**config.mk**
```make
export PLATFORM = sky130hd
export DESIGN_NAME = ansi_sgr_color_parser_unit
export DESIGN_NICKNAME = d
export VERILOG_FILES = /design/src/rtl/ascp_pkg.sv /design/src/rtl/ansi_sgr_color_parser_unit.sv /design/src/rtl/ascp_ucode_rom.sv
export SDC_FILE = /design/constraint.sdc
export NUM_CORES = 1
export LEC_CHECK = 0
export BUFFER_PORTS_ARGS = -buffer_cell sky130_fd_sc_hd__clkbuf_2
export CAP_MARGIN = 40
export CORE_MARGIN = 1
export CORE_UTILIZATION = 28
export DETAILED_ROUTE_END_ITERATION = 6
export PLACE_DENSITY_LB_ADDON = 0.12
export SYNTH_ARGS = -nofsm -noshare
export SYNTH_HDL_FRONTEND = slang
export SYNTH_SLANG_ARGS = --single-unit
```
**constraint.sdc**
```tcl
create_clock -name i_clk -period 4.91 [get_ports i_clk]
set_input_delay 0.2455 -clock i_clk [delete_from_list [all_inputs] [get_ports i_clk]]
set_output_delay 0.2455 -clock i_clk [all_outputs]
set_load 0.005 [all_outputs]
```
**src/rtl/ascp_pkg.sv**
```systemverilog
// ----------------------------------------------------------------------------
// ascp_pkg
// Shared types, constants and helper functions for the SGR color parser:
// parse modes, the control word of the sequencer, step addresses, the decode
// table that picks a routine, and the attribute update for one SGR code.
// ----------------------------------------------------------------------------
package ascp_pkg;

    // Longest held escape sequence
    localparam int MAX_SEQ = 16;
    localparam int IDX_W   = $clog2(MAX_SEQ);
    localparam int CNT_W   = $clog2(MAX_SEQ + 1);

    localparam logic [15:0] DEFAULT_ATTR_RST = 16'h0007;

    // Characters
    localparam logic [7:0] CH_ESC  = 8'd27;
    localparam logic [7:0] CH_LBR  = 8'h5B;
    localparam logic [7:0] CH_M    = 8'h6D;
    localparam logic [7:0] CH_SEMI = 8'h3B;
    localparam logic [7:0] CH_0    = 8'h30;
    localparam logic [7:0] CH_9    = 8'h39;

    // SGR code ranges
    localparam logic [7:0] CODE_RESET  = 8'd0;
    localparam logic [7:0] CODE_FG_LO  = 8'd30;
    localparam logic [7:0] CODE_FG_HI  = 8'd37;
    localparam logic [7:0] CODE_FGB_LO = 8'd90;
    localparam logic [7:0] CODE_FGB_HI = 8'd97;
    localparam logic [7:0] CODE_BG_LO  = 8'd40;
    localparam logic [7:0] CODE_BG_HI  = 8'd47;
    localparam logic [7:0] CODE_BGB_LO = 8'd100;
    localparam logic [7:0] CODE_BGB_HI = 8'd107;

    localparam logic [11:0] FIELD_SAT = 12'd255;

    typedef enum logic [2:0] {
        MODE_TEXT  = 3'b001,
        MODE_ESC   = 3'b010,
        MODE_PARAM = 3'b100
    } t_mode;

    // Step addresses of the control program
    localparam int STEP_W = 4;
    typedef logic [STEP_W-1:0] t_step;

    localparam t_step S_IDLE      = 4'd0;
    localparam t_step S_DECODE    = 4'd1;
    localparam t_step S_TEXT      = 4'd2;
    localparam t_step S_ESC       = 4'd3;
    localparam t_step S_LBR       = 4'd4;
    localparam t_step S_DIGIT     = 4'd5;
    localparam t_step S_SEMI      = 4'd6;
    localparam t_step S_MAPPLY    = 4'd7;
    localparam t_step S_MCOMMIT   = 4'd8;
    localparam t_step S_BFL_START = 4'd9;
    localparam t_step S_BFL_EMIT  = 4'd10;
    localparam t_step S_BRK_IN    = 4'd11;
    localparam t_step S_CHK       = 4'd12;
    localparam t_step S_LFL_START = 4'd13;
    localparam t_step S_LFL_EMIT  = 4'd14;
    localparam t_step S_LFL_CLR   = 4'd15;

    typedef enum logic [2:0] {
        C_ALWAYS,
        C_ACCEPT,
        C_DISPATCH,
        C_FLUSH_DONE,
        C_LAST_PENDING
    } t_cond;

    typedef enum logic [1:0] {
        E_NONE,
        E_INPUT,
        E_HELD,
        E_COMMIT
    } t_emit;

    typedef enum logic [1:0] {
        L_ZERO,
        L_ONE,
        L_FINAL
    } t_lastsel;

    typedef enum logic [1:0] {
        SM_KEEP,
        SM_ESC,
        SM_PARAM
    } t_setmode;

    typedef struct packed {
        t_cond    cond;
        t_step    target;
        t_step    alt;
        t_emit    emit;
        t_lastsel lsel;
        logic     capture;
        logic     hold;
        logic     hold_rst;
        t_setmode setmode;
        logic     clr;
        logic     load_working;
        logic     acc_digit;
        logic     apply;
        logic     field_clr;
        logic     commit;
        logic     idx_clr;
        logic     idx_inc;
    } t_ucode;

    // Color index to console bits: blue 1, green 2, red 4
    function automatic logic [2:0] colour_bits(input logic [2:0] idx);
        logic [2:0] c;
        unique case (idx)
            3'd0:    c = 3'd0;
            3'd1:    c = 3'd4;
            3'd2:    c = 3'd2;
            3'd3:    c = 3'd6;
            3'd4:    c = 3'd1;
            3'd5:    c = 3'd5;
            3'd6:    c = 3'd3;
            default: c = 3'd7;
        endcase
        return c;
    endfunction

    function automatic logic [15:0] apply_code(input logic [7:0]  code,
                                               input logic [15:0] cur,
                                               input logic [15:0] dflt);
        logic [15:0] a;
        logic [7:0]  off_fg;
        logic [7:0]  off_fgb;
        logic [7:0]  off_bg;
        logic [7:0]  off_bgb;
        off_fg  = code - CODE_FG_LO;
        off_fgb = code - CODE_FGB_LO;
        off_bg  = code - CODE_BG_LO;
        off_bgb = code - CODE_BGB_LO;
        priority if (code == CODE_RESET) begin
            a = dflt;
        end else if (code >= CODE_FG_LO && code <= CODE_FG_HI) begin
            a = {cur[15:4], 1'b0, colour_bits(off_fg[2:0])};
        end else if (code >= CODE_FGB_LO && code <= CODE_FGB_HI) begin
            a = {cur[15:4], 1'b1, colour_bits(off_fgb[2:0])};
        end else if (code >= CODE_BG_LO && code <= CODE_BG_HI) begin
            a = {cur[15:8], 1'b0, colour_bits(off_bg[2:0]), cur[3:0]};
        end else if (code >= CODE_BGB_LO && code <= CODE_BGB_HI) begin
            a = {cur[15:8], 1'b1, colour_bits(off_bgb[2:0]), cur[3:0]};
        end else begin
            a = cur;
        end
        return a;
    endfunction

    // field * 10 + digit, saturating at 255
    function automatic logic [7:0] digit_acc(input logic [7:0] field,
                                             input logic [7:0] b);
        logic [11:0] v;
        v = {1'b0, field, 3'b000} + {3'b000, field, 1'b0} + {8'h00, b[3:0]};
        return (v > FIELD_SAT) ? 8'hFF : v[7:0];
    endfunction

    // Routine entry for the captured byte
    function automatic t_step dispatch(input t_mode      mode,
                                       input logic [7:0] b,
                                       input logic       full);
        logic  is_digit;
        t_step s;
        is_digit = (b >= CH_0) && (b <= CH_9);
        unique case (mode)
            MODE_ESC: begin
                s = (b == CH_LBR && !full) ? S_LBR : S_BFL_START;
            end
            MODE_PARAM: begin
                priority if (b == CH_M) begin
                    s = S_MAPPLY;
                end else if (is_digit && !full) begin
                    s = S_DIGIT;
                end else if (b == CH_SEMI && !full) begin
                    s = S_SEMI;
                end else begin
                    s = S_BFL_START;
                end
            end
            default: begin
                s = (b == CH_ESC) ? S_ESC : S_TEXT;
            end
        endcase
        return s;
    endfunction

endpackage

```
**src/rtl/ansi_sgr_color_parser_unit.sv**
```systemverilog
// An accepted byte is decoded in S_DECODE and handed to its routine: S_TEXT emits a
// text item, S_MAPPLY then S_MCOMMIT emit a commit, a broken sequence emits the held
// bytes and then the input byte, and a last byte that leaves a sequence pending
// flushes the held bytes. A new byte is accepted only when the sequencer is in S_IDLE.
// Each emit step stalls while the output register holds an item and i_out_ready is low.
// Reset (synchronous, i_rst_n low): text mode, nothing held, default and both attributes
// set to 0x0007, output register empty.
// ----------------------------------------------------------------------------
// ansi_sgr_color_parser_unit
// Byte stream SGR color parser driven by a microcoded sequencer: plain bytes
// pass tagged with the committed attribute, ESC [ ... m updates it, broken or
// unfinished sequences are flushed back out as text.
// ----------------------------------------------------------------------------
module ansi_sgr_color_parser_unit
    import ascp_pkg::*;
(
    input  logic        i_clk,
    input  logic        i_rst_n,
    input  logic        i_in_valid,
    output logic        o_in_ready,
    input  logic [7:0]  i_in_byte,
    input  logic        i_in_last,
    output logic        o_out_valid,
    input  logic        i_out_ready,
    output logic        o_kind,
    output logic [7:0]  o_out_byte,
    output logic [15:0] o_attr,
    output logic        o_out_last,
    input  logic        i_default_attr_we,
    input  logic [15:0] i_default_attr
);

    t_ucode uc;

    t_step             r_pc,        n_pc;
    t_mode             r_mode,      n_mode;
    logic [CNT_W-1:0]  r_count,     n_count;
    logic [7:0]        r_field,     n_field;
    logic [15:0]       r_working,   n_working;
    logic [15:0]       r_committed, n_committed;
    logic [15:0]       r_dflt;
    logic [CNT_W-1:0]  r_rd_idx,    n_rd_idx;
    logic [7:0]        r_rd_data;
    logic [7:0]        r_byte;
    logic              r_last;
    logic [7:0]        r_held [MAX_SEQ];

    logic              r_out_valid;
    logic              r_out_kind;
    logic [7:0]        r_out_byte;
    logic [15:0]       r_out_attr;
    logic              r_out_last;

    logic              accept;
    logic              slot_free;
    logic              advance;
    logic              flush_final;
    logic              full;
    logic              cond_true;
    logic              emit_fire;
    logic              emit_kind;
    logic [7:0]        emit_byte;
    logic [15:0]       emit_attr;
    logic              emit_last;
    logic              hold_we;
    logic [IDX_W-1:0]  hold_addr;

    ascp_ucode_rom u_rom (
        .i_step  (r_pc),
        .o_ucode (uc)
    );

    assign o_in_ready  = (r_pc == S_IDLE);
    assign accept      = i_in_valid && o_in_ready;
    assign slot_free   = !r_out_valid || i_out_ready;
    assign advance     = (uc.emit == E_NONE) || slot_free;
    assign emit_fire   = (uc.emit != E_NONE) && slot_free;
    assign flush_final = ((r_rd_idx + CNT_W'(1)) == r_count);
    assign full        = (r_count >= CNT_W'(MAX_SEQ));
    assign hold_we     = uc.hold && advance;
    assign hold_addr   = uc.hold_rst ? '0 : r_count[IDX_W-1:0];

    always_comb begin
        unique case (uc.cond)
            C_ACCEPT:       cond_true = i_in_valid;
            C_FLUSH_DONE:   cond_true = flush_final;
            C_LAST_PENDING: cond_true = r_last && (r_mode != MODE_TEXT);
            default:        cond_true = 1'b1;
        endcase
    end

    always_comb begin
        unique case (uc.emit)
            E_HELD: begin
                emit_kind = 1'b0;
                emit_byte = r_rd_data;
                emit_attr = r_committed;
            end
            E_COMMIT: begin
                emit_kind = 1'b1;
                emit_byte = 8'h00;
                emit_attr = r_working;
            end
            default: begin
                emit_kind = 1'b0;
                emit_byte = r_byte;
                emit_attr = r_committed;
            end
        endcase
        unique case (uc.lsel)
            L_ONE:   emit_last = 1'b1;
            L_FINAL: emit_last = flush_final;
            default: emit_last = 1'b0;
        endcase
    end

    always_comb begin
        n_pc        = r_pc;
        n_mode      = r_mode;
        n_count     = r_count;
        n_field     = r_field;
        n_working   = r_working;
        n_committed = r_committed;
        n_rd_idx    = r_rd_idx;
        if (advance) begin
            if (uc.cond == C_DISPATCH) begin
                n_pc = dispatch(r_mode, r_byte, full);
            end else begin
                n_pc = cond_true ? uc.target : uc.alt;
            end
            if (uc.hold) begin
                n_count = uc.hold_rst ? CNT_W'(1) : r_count + CNT_W'(1);
            end
            unique case (uc.setmode)
                SM_ESC:   n_mode = MODE_ESC;
                SM_PARAM: n_mode = MODE_PARAM;
                default:  n_mode = r_mode;
            endcase
            if (uc.load_working) begin
                n_working = r_committed;
            end
            if (uc.apply) begin
                n_working = apply_code(r_field, r_working, r_dflt);
            end
            if (uc.acc_digit) begin
                n_field = digit_acc(r_field, r_byte);
            end
            if (uc.field_clr) begin
                n_field = 8'h00;
            end
            if (uc.commit) begin
                n_committed = r_working;
            end
            if (uc.clr) begin
                n_count = '0;
                n_mode  = MODE_TEXT;
                n_field = 8'h00;
            end
            if (uc.idx_clr) begin
                n_rd_idx = '0;
            end
            if (uc.idx_inc) begin
                n_rd_idx = r_rd_idx + CNT_W'(1);
            end
        end
    end

    always_ff @(posedge i_clk) begin
        if (!i_rst_n) begin
            r_pc        <= S_IDLE;
            r_mode      <= MODE_TEXT;
            r_count     <= '0;
            r_field     <= 8'h00;
            r_working   <= DEFAULT_ATTR_RST;
            r_committed <= DEFAULT_ATTR_RST;
            r_dflt      <= DEFAULT_ATTR_RST;
            r_out_valid <= 1'b0;
        end else begin
            r_pc        <= n_pc;
            r_mode      <= n_mode;
            r_count     <= n_count;
            r_field     <= n_field;
            r_working   <= n_working;
            r_committed <= n_committed;
            if (i_default_attr_we) begin
                r_dflt <= i_default_attr;
            end
            if (slot_free) begin
                r_out_valid <= emit_fire;
            end
        end
    end

    always_ff @(posedge i_clk) begin
        r_rd_idx <= n_rd_idx;
        if (accept && uc.capture) begin
            r_byte <= i_in_byte;
            r_last <= i_in_last;
        end
        if (emit_fire) begin
            r_out_kind <= emit_kind;
            r_out_byte <= emit_byte;
            r_out_attr <= emit_attr;
            r_out_last <= emit_last;
        end
    end

    // held sequence store
    always_ff @(posedge i_clk) begin
        if (hold_we) begin
            r_held[hold_addr] <= r_byte;
        end
        r_rd_data <= r_held[n_rd_idx[IDX_W-1:0]];
    end

    assign o_out_valid = r_out_valid;
    assign o_kind      = r_out_kind;
    assign o_out_byte  = r_out_byte;
    assign o_attr      = r_out_attr;
    assign o_out_last  = r_out_last;

`ifndef ASSERT_OFF
    a_count_bound: assert property (@(posedge i_clk) disable iff (!i_rst_n)
        r_count <= CNT_W'(MAX_SEQ))
        else $error("held count beyond limit");

    a_pending_holds: assert property (@(posedge i_clk) disable iff (!i_rst_n)
        (r_mode != MODE_TEXT) |-> (r_count != '0))
        else $error("sequence pending with nothing held");

    a_esc_one: assert property (@(posedge i_clk) disable iff (!i_rst_n)
        (r_mode == MODE_ESC) |-> (r_count == CNT_W'(1)))
        else $error("after ESC exactly one byte must be held");

    a_commit_zero: assert property (@(posedge i_clk) disable iff (!i_rst_n)
        (r_out_valid && r_out_kind) |-> (r_out_byte == 8'h00))
        else $error("commit item carries a byte");

    a_accept_decode: assert property (@(posedge i_clk) disable iff (!i_rst_n)
        accept |=> (r_pc == S_DECODE))
        else $error("accepted item not decoded next");
`endif

endmodule

```
**src/rtl/ascp_ucode_rom.sv**
```systemverilog
// ----------------------------------------------------------------------------
// ascp_ucode_rom
// Control store of the parser sequencer: one control word per step.
// ----------------------------------------------------------------------------
module ascp_ucode_rom
    import ascp_pkg::*;
(
    input  t_step  i_step,
    output t_ucode o_ucode
);

    always_comb begin
        o_ucode        = '0;
        o_ucode.cond   = C_ALWAYS;
        o_ucode.target = S_IDLE;
        o_ucode.alt    = S_IDLE;
        unique case (i_step)
            S_IDLE: begin
                o_ucode.cond    = C_ACCEPT;
                o_ucode.target  = S_DECODE;
                o_ucode.alt     = S_IDLE;
                o_ucode.capture = 1'b1;
            end
            S_DECODE: begin
                o_ucode.cond = C_DISPATCH;
            end
            S_TEXT: begin
                o_ucode.emit = E_INPUT;
                o_ucode.lsel = L_ONE;
            end
            S_ESC: begin
                o_ucode.hold     = 1'b1;
                o_ucode.hold_rst = 1'b1;
                o_ucode.setmode  = SM_ESC;
                o_ucode.target   = S_CHK;
            end
            S_LBR: begin
                o_ucode.hold         = 1'b1;
                o_ucode.setmode      = SM_PARAM;
                o_ucode.field_clr    = 1'b1;
                o_ucode.load_working = 1'b1;
                o_ucode.target       = S_CHK;
            end
            S_DIGIT: begin
                o_ucode.hold      = 1'b1;
                o_ucode.acc_digit = 1'b1;
                o_ucode.target    = S_CHK;
            end
            S_SEMI: begin
                o_ucode.hold      = 1'b1;
                o_ucode.apply     = 1'b1;
                o_ucode.field_clr = 1'b1;
                o_ucode.target    = S_CHK;
            end
            S_MAPPLY: begin
                o_ucode.apply  = 1'b1;
                o_ucode.target = S_MCOMMIT;
            end
            S_MCOMMIT: begin
                o_ucode.emit   = E_COMMIT;
                o_ucode.lsel   = L_ONE;
                o_ucode.commit = 1'b1;
                o_ucode.clr    = 1'b1;
            end
            S_BFL_START: begin
                o_ucode.idx_clr = 1'b1;
                o_ucode.target  = S_BFL_EMIT;
            end
            S_BFL_EMIT: begin
                o_ucode.emit    = E_HELD;
                o_ucode.lsel    = L_ZERO;
                o_ucode.idx_inc = 1'b1;
                o_ucode.cond    = C_FLUSH_DONE;
                o_ucode.target  = S_BRK_IN;
                o_ucode.alt     = S_BFL_EMIT;
            end
            S_BRK_IN: begin
                o_ucode.emit = E_INPUT;
                o_ucode.lsel = L_ONE;
                o_ucode.clr  = 1'b1;
            end
            S_CHK: begin
                o_ucode.cond   = C_LAST_PENDING;
                o_ucode.target = S_LFL_START;
                o_ucode.alt    = S_IDLE;
            end
            S_LFL_START: begin
                o_ucode.idx_clr = 1'b1;
                o_ucode.target  = S_LFL_EMIT;
            end
            S_LFL_EMIT: begin
                o_ucode.emit    = E_HELD;
                o_ucode.lsel    = L_FINAL;
                o_ucode.idx_inc = 1'b1;
                o_ucode.cond    = C_FLUSH_DONE;
                o_ucode.target  = S_LFL_CLR;
                o_ucode.alt     = S_LFL_EMIT;
            end
            S_LFL_CLR: begin
                o_ucode.clr = 1'b1;
            end
            default: begin
                o_ucode.target = S_IDLE;
            end
        endcase
    end

endmodule
```
==> impl_metrics.tcl, run 1 <==
set metrics [dict create \
    fin_crit_sh 0.7721 \
    powerDensity_nw_per_um2 398.3 \
    ant_nets 0 \
    ys_seq_area_frac 0.5928 \
    r2r_cells 9 \
    rrSetupSlack_ns 1.12 \
    setup_viol 0 \
    numPortBuffers 57 \
    clk_path_buf_depth 3 \
    r2r-start "r_pc[0]" \
    nets 1008 \
    total_power_mw 5.242 \
    fin_area_um2 13160 \
    critPathMostFrequentCell "nor2_1" \
    die_area_um2 40240 \
    cts_buffers 28 \
    worstSetupEndpointType "flip-flop" \
    worst_pin_slew_ns 1.030 \
    drt_iter0_markers 482 \
    avgRoutedWirePerCell_um 19.18 \
    regArea_um2 6546 \
    hold_class "input pin to flip-flop" \
    path_buf_inv 0 \
    synth-edff-count 164 \
    r2r_end "r_held[5][0]" \
    cpPeakStageDelay_ns 0.83 \
    clk_pin_slew_worst_paths_ns 0.06 \
    grt_pass1_vias 7302 \
    max_freq_mhz 263.8 \
    cts_setup_buffers 0 \
    ys.warnings.count 0 \
    synth.distinct_cells 76 \
    arrival_ns 3.98 \
    worst-path-max-fanout 23 \
    start_util 0.2851 \
    worst_setup_path_start_kind "flip-flop" \
    final-instance-count-excl-fill 1492 \
    layout_common_cells "edfxtp_1, nand2_1, dfxtp_1" \
    insertion_delay_ns 0.56 \
    final_common_cell "edfxtp_1" \
    synth.net_count 922 \
    syn-mean-instance-area_um2 12.75 \
    ioPinCount 58 \
    slew_violations 0 \
    path_cells "and2_1, nand2_1, ha_1, nor2b_1, a21oi_1, nor2_1, a221o_1, or3b_2, nor2_1" \
    ys_ff_latch 245 \
    diodes 0 \
    syn_area_um2 11040 \
    grt_antenna_before_repair 0 \
    grtUsageMet2 0.2163 \
    grt-ovfl-total 0 \
    synth_cells 866 \
    track_usage 0.1433 \
    htreeDepth 1 \
    globalRouteMet3Util 0.02370 \
    path_class "flip-flop to flip-flop" \
    routabilityCongestion 0.8133 \
    status "complete, no violations" \
    setup_ws_ns 1.119 \
    rsz0062_at_grt "no" \
    cts_tree "done" \
    multi_input_area_um2 4197 \
    hold_violations 0 \
    root_buffer "clkbuf_16" \
    first_pass_iters 5 \
    critPathLaunch "r_pc[0]" \
    route.vias.total 7235 \
    drive_gt1_frac 0.1869 \
    p_leak_nw 4.720 \
    grt.busiest_layer "met2" \
    core_um2 38740 \
    synth_ff_type "edfxtp_1" \
    maxSlewHeadroom 0.3135 \
    crit_family "simple AND/OR/NAND/NOR gates" \
    fp.dieW_um 200.6 \
    grt_max_degree 59 \
    viasPerCell 4.849 \
    placed_cell_area_um2 12020 \
    grt_pass1_wl_um 44910 \
    met1_usage 0.2109 \
    dp_cells 1415 \
    finalWirelength_um 28610 \
    crit_end "r_held[5][0]" \
    finalSetupTns_ns 0 \
    fill_cells 3874 \
    worst-path-stages 9 \
    fin_crit_ns 3.791 \
    required_ns 5.10 \
    area_delta_synth_final_pct 19.17 \
    die_y_um 200.6 \
    vdd_drop_max_uv 218.7 \
    dp_hpwl_um 19680 \
    fp-row-count 72 \
    cpMaxStageDelayCell "dfxtp_1" \
    clock-sinks 245 \
    dp_slack_ns 1.172 \
    drc_errors 0 \
    ys_async_sr_fraction 0 \
    drv_cap 0 \
    finClkSkew_ns 0.01991 \
]
## per-stage QoR
step           hold WS, ns    util
5_1_grt             0.2676  0.3397
2_1_floorplan       0.3444       -
4_1_cts             0.2258  0.3397
6_report            0.2473  0.3397
3_5_place_dp        0.4241  0.3102
3_3_place_gp        0.4254  0.3059
## report_power, final
part | internal [mW] | switching [mW]
clock | 1.17 | 0.861
combinational | 0.366 | 0.420
sequential | 2.33 | 0.0886
total | 3.87 | 1.37
## cells in the mapped netlist (all sizes together) (4+ instances only)
| master | instances | area share |
|---|---|---|
| edfxtp | 164 | 0.45 |
| nand2 | 98 | 0.033 |
| dfxtp | 81 | 0.15 |
| o21ai | 51 | 0.023 |
| nor2 | 43 | 0.015 |
| mux4 | 32 | 0.065 |
| clkbuf | 28 | 0.0095 |
| ha | 24 | 0.027 |
| nor2b | 23 | 0.014 |
| a21oi | 20 | 0.0091 |
| buf | 20 | 0.012 |
| a21boi | 19 | 0.013 |
| mux2i | 19 | 0.017 |
| inv | 18 | 0.0061 |
| a22oi | 17 | 0.012 |
| mux2 | 16 | 0.016 |
| nand3 | 16 | 0.0073 |
| nor3 | 11 | 0.0054 |
| a22o | 9 | 0.0071 |
| and2 | 8 | 0.0045 |
| nand4 | 8 | 0.0045 |
| o211a | 8 | 0.0073 |
| a21o | 7 | 0.0048 |
| a31oi | 7 | 0.0040 |
| nand2b | 7 | 0.0040 |
| nand3b | 7 | 0.0048 |
| xnor2 | 7 | 0.0056 |
| xor2 | 7 | 0.0056 |
| nor4 | 6 | 0.0034 |
| o211ai | 6 | 0.0041 |
| nor3b | 5 | 0.0034 |
| or2 | 5 | 0.0028 |
| or4 | 5 | 0.0034 |
| a211o | 4 | 0.0032 |
| o2111ai | 4 | 0.0032 |
| o21bai | 4 | 0.0027 |
## worst min path at each step
stage                 start        end  slack (ns)  cells past startpoint
4_1_cts             i_rst_n  r_dflt[2]        0.23                      3
5_1_grt             i_rst_n  r_dflt[1]        0.27                      3
6_report            i_rst_n  r_dflt[0]        0.25                      3
3_3_place_gp   i_in_byte[1]  r_byte[1]        0.43                      1
2_1_floorplan  i_in_byte[0]  r_byte[0]        0.34                      0
3_5_place_dp   i_in_byte[5]  r_byte[5]        0.42                      1
## layout make-up
type	count	share of cell area
flip-flops and latches	245	0.4974
clock inverters	18	0.01207
well taps	518	0.04925
multi-input cells	555	0.3189
inverters	18	0.005134
repair buffers	104	0.06142
clock buffers	34	0.05581
## kinds of logic (layout without fill, tap and decap cells)
kind of cell	after synthesis	in the layout	share of synthesized area
xor+xnor	15	15	0.01326
buf+inv	66	174	0.02753
fa+ha+maj	26	26	0.03082
compound gates	186	186	0.1174
mux	67	67	0.09880
flops	245	245	0.5928
simple gates	261	261	0.1194
## timing repair
item / CTS / global route
gates resized for setup: 0 / 0
endpoints found under the hold margin: 25 / 0
hold buffers: 25 / 0
## layer usage
| metal | up-vias | routed length, um |
|---|---|---|
| met1 | 3569 | 14300 |
| met3 | 33 | 1349 |
| met4 | 0 | 522 |
| li1 | 3472 | - |
| met5 | - | 0 |
| met2 | 161 | 12440 |
## registers in the layout, indices dropped and copies added (netlist names), 3 cells and up
| register | cells |
|---|---|
| o_attr | 16 |
| o_out_byte | 8 |
| r_byte | 8 |
| r_committed | 16 |
| r_count | 5 |
| r_dflt | 16 |
| r_field | 8 |
| r_held | 128 |
| r_mode | 3 |
| r_pc | 4 |
| r_rd_data | 8 |
| r_rd_idx | 5 |
| r_working | 16 |
## tightest hold or removal path, delay by kind of cell
| family | cells | cell delay (ns) |
|---|---|---|
| buf+inv | 2 | 0.36 |
| simple gates | 1 | 0.12 |
Power figures use the tool's default switching activity.
==> run 2: changes to the inputs <==
Clock period 4.91 ns to 3 ns, I/O delays scaled along.
==> run 2 against run 1 <==
  * Setup slack worse by 0.94 ns
  * Non-clock buffer count up 45
  * Clock power up 74%
  * Sequential share of layout area down 1.4 points
  * First-iteration DRC count down 6.0%
  * Cell count up 3.1%
  * Total power up 68%
  * Worst hold slack worse by 0.23 ns
  * Wire length up 0.95%
  * Cell area up 2.9%
  * Count of clock-buffer cells in the layout up 6
  * Critical path type unchanged
  * Largest power group unchanged
==> impl_metrics.tcl, run 2 (synthesis results as in run 1) <==
set metrics [dict create \
    topRoutingLayerUsed "met4" \
    grt-ovfl-total 0 \
    slew_violations 0 \
    fp-row-count 72 \
    die_area_um2 40240 \
    dp_hpwl_um 19810 \
    required_ns 3.40 \
    fp.dieW_um 200.6 \
    ioPinCount 58 \
    area_delta_synth_final_pct 22.60 \
    finalWirelength_um 28890 \
    clk_path_buf_depth 3 \
    final_common_cell "edfxtp_1" \
    worst_pin_slew_ns 0.8387 \
    cts_tree "done" \
    final_util 0.3495 \
    cts_setup_buffers 0 \
    worstSetupEndpointType "flip-flop" \
    maxSlewHeadroom 0.4371 \
    placed_cell_area_um2 12300 \
    first_pass_iters 7 \
    arrival_ns 3.22 \
    grt_max_degree 45 \
    root_buffer "clkbuf_16" \
    hold_class "input pin to flip-flop" \
    rsz0062_at_grt "no" \
    setup_ws_ns 0.1818 \
    path_class "flip-flop to flip-flop" \
    numPortBuffers 57 \
    dp_cells 1458 \
    worst-path-max-fanout 8 \
    setup_viol 0 \
    nets 1054 \
    die_y_um 200.6 \
    htreeDepth 1 \
    fin_crit_ns 2.818 \
    wl_met3_um 991 \
    insertion_delay_ns 0.57 \
    largest_register "r_held" \
    avgRoutedWirePerCell_um 18.78 \
    finClkSkew_ns 0.03252 \
    drive_gt1_frac 0.2316 \
    max_freq_mhz 354.8 \
    grt_pass1_wl_um 45430 \
    largest_reg_flops 128 \
    start_util 0.2851 \
    fill_cells 3867 \
    drt_iter0_markers 453 \
    core_um2 38740 \
    drv_cap 0 \
    cts_buffers 29 \
    whs_ns 0.01371 \
    grt_antenna_before_repair 0 \
    worst_setup_path_start_kind "flip-flop" \
    clock-sinks 245 \
    fin_crit_sh 0.9394 \
    p_leak_nw 4.956 \
    hold_violations 0 \
    powerDensity_nw_per_um2 650.2 \
    routabilityCongestion 0.7600 \
    vdd_drop_max_uv 361.9 \
    track_usage 0.1455 \
    route.vias.total 7377 \
    dp_slack_ns 0.1915 \
    viasPerCell 4.796 \
    routedLengthMet1_um 14420 \
    dr_wl_met2_um 13010 \
    final-instance-count-excl-fill 1538 \
    fin_area_um2 13540 \
    ant_nets 0 \
    grt_pass1_vias 7608 \
    drc_errors 0 \
    clk_pin_slew_worst_paths_ns 0.06 \
    status "complete, no violations" \
    layout_common_cells "edfxtp_1, nand2_1, dfxtp_1" \
]
run 2: cell count changes in the layout (fill, tap and decap cells not counted), sizes merged:
cell,change
buf,+43
clkbuf,+6
clkinv,-4
clkinvlp,-2
dlygate4sd3,+2
bufinv,+1
diode,+1
inv,-1
run 2: power by group:
group | switching, mW | internal (mW)
clock network | 1.37 | 2.17
registers | 0.0984 | 3.82
logic | 0.726 | 0.616
total | 2.20 | 6.61
run 2: layer usage:
metal / vias to the layer above / GRT usage
li1: 3564 / -
met1: 3658 / 0.2106
met2: 120 / 0.2278
met3: 35 / 0.02045
met4: 0 / 0.03790
met5: - / 0
run 2: area by class of cell:
cell class              instances  area, um^2  share of cell area
well taps                     518       648.1             0.04787
diodes                          1       2.502           0.0001848
inverters                      18       67.56            0.004990
clock buffers                  40       827.0             0.06109
repair buffers                149        1056             0.07800
multi-input cells             555        4249              0.3138
clock inverters                12       141.4             0.01044
flip-flops and latches        245        6548              0.4836
run 2: timing repair:
| item | in CTS | in global routing |
|---|---|---|
| resized for setup | 0 | 0 |
| hold buffers | 27 | 0 |
| endpoints found under the hold margin | 25 | 0 |
run 2: critical path: stages, from the launching register on:
cell      delay [ns]
edfxtp_1        0.41
fa_1            0.50
ha_1            0.31
a21o_1          0.15
a21oi_1         0.21
o21bai_1        0.11
or4_1           0.52
a211oi_2        0.19
buf_4           0.18
o21ai_0         0.08
run 2: worst paths after layout:
check / start / end / slack [ns] / cells after the start
setup reg to reg: r_byte[3] / r_field[2] / 0.18 / 9
setup / recovery: r_byte[3] / r_field[2] / 0.18 / 9
hold reg to reg: r_committed[15] / r_committed[15] / 0.48 / 2
hold / removal: i_rst_n / r_dflt[2] / 0.01 / 2
run 2: per-stage QoR:
step | TNS [ns] | power [mW]
global placement | 0 | 5.344
detailed placement | 0 | 5.346
global route | 0 | 9.205
floorplan | -0.006629 | 4.840
finish | 0 | 8.803
CTS | 0 | 8.968
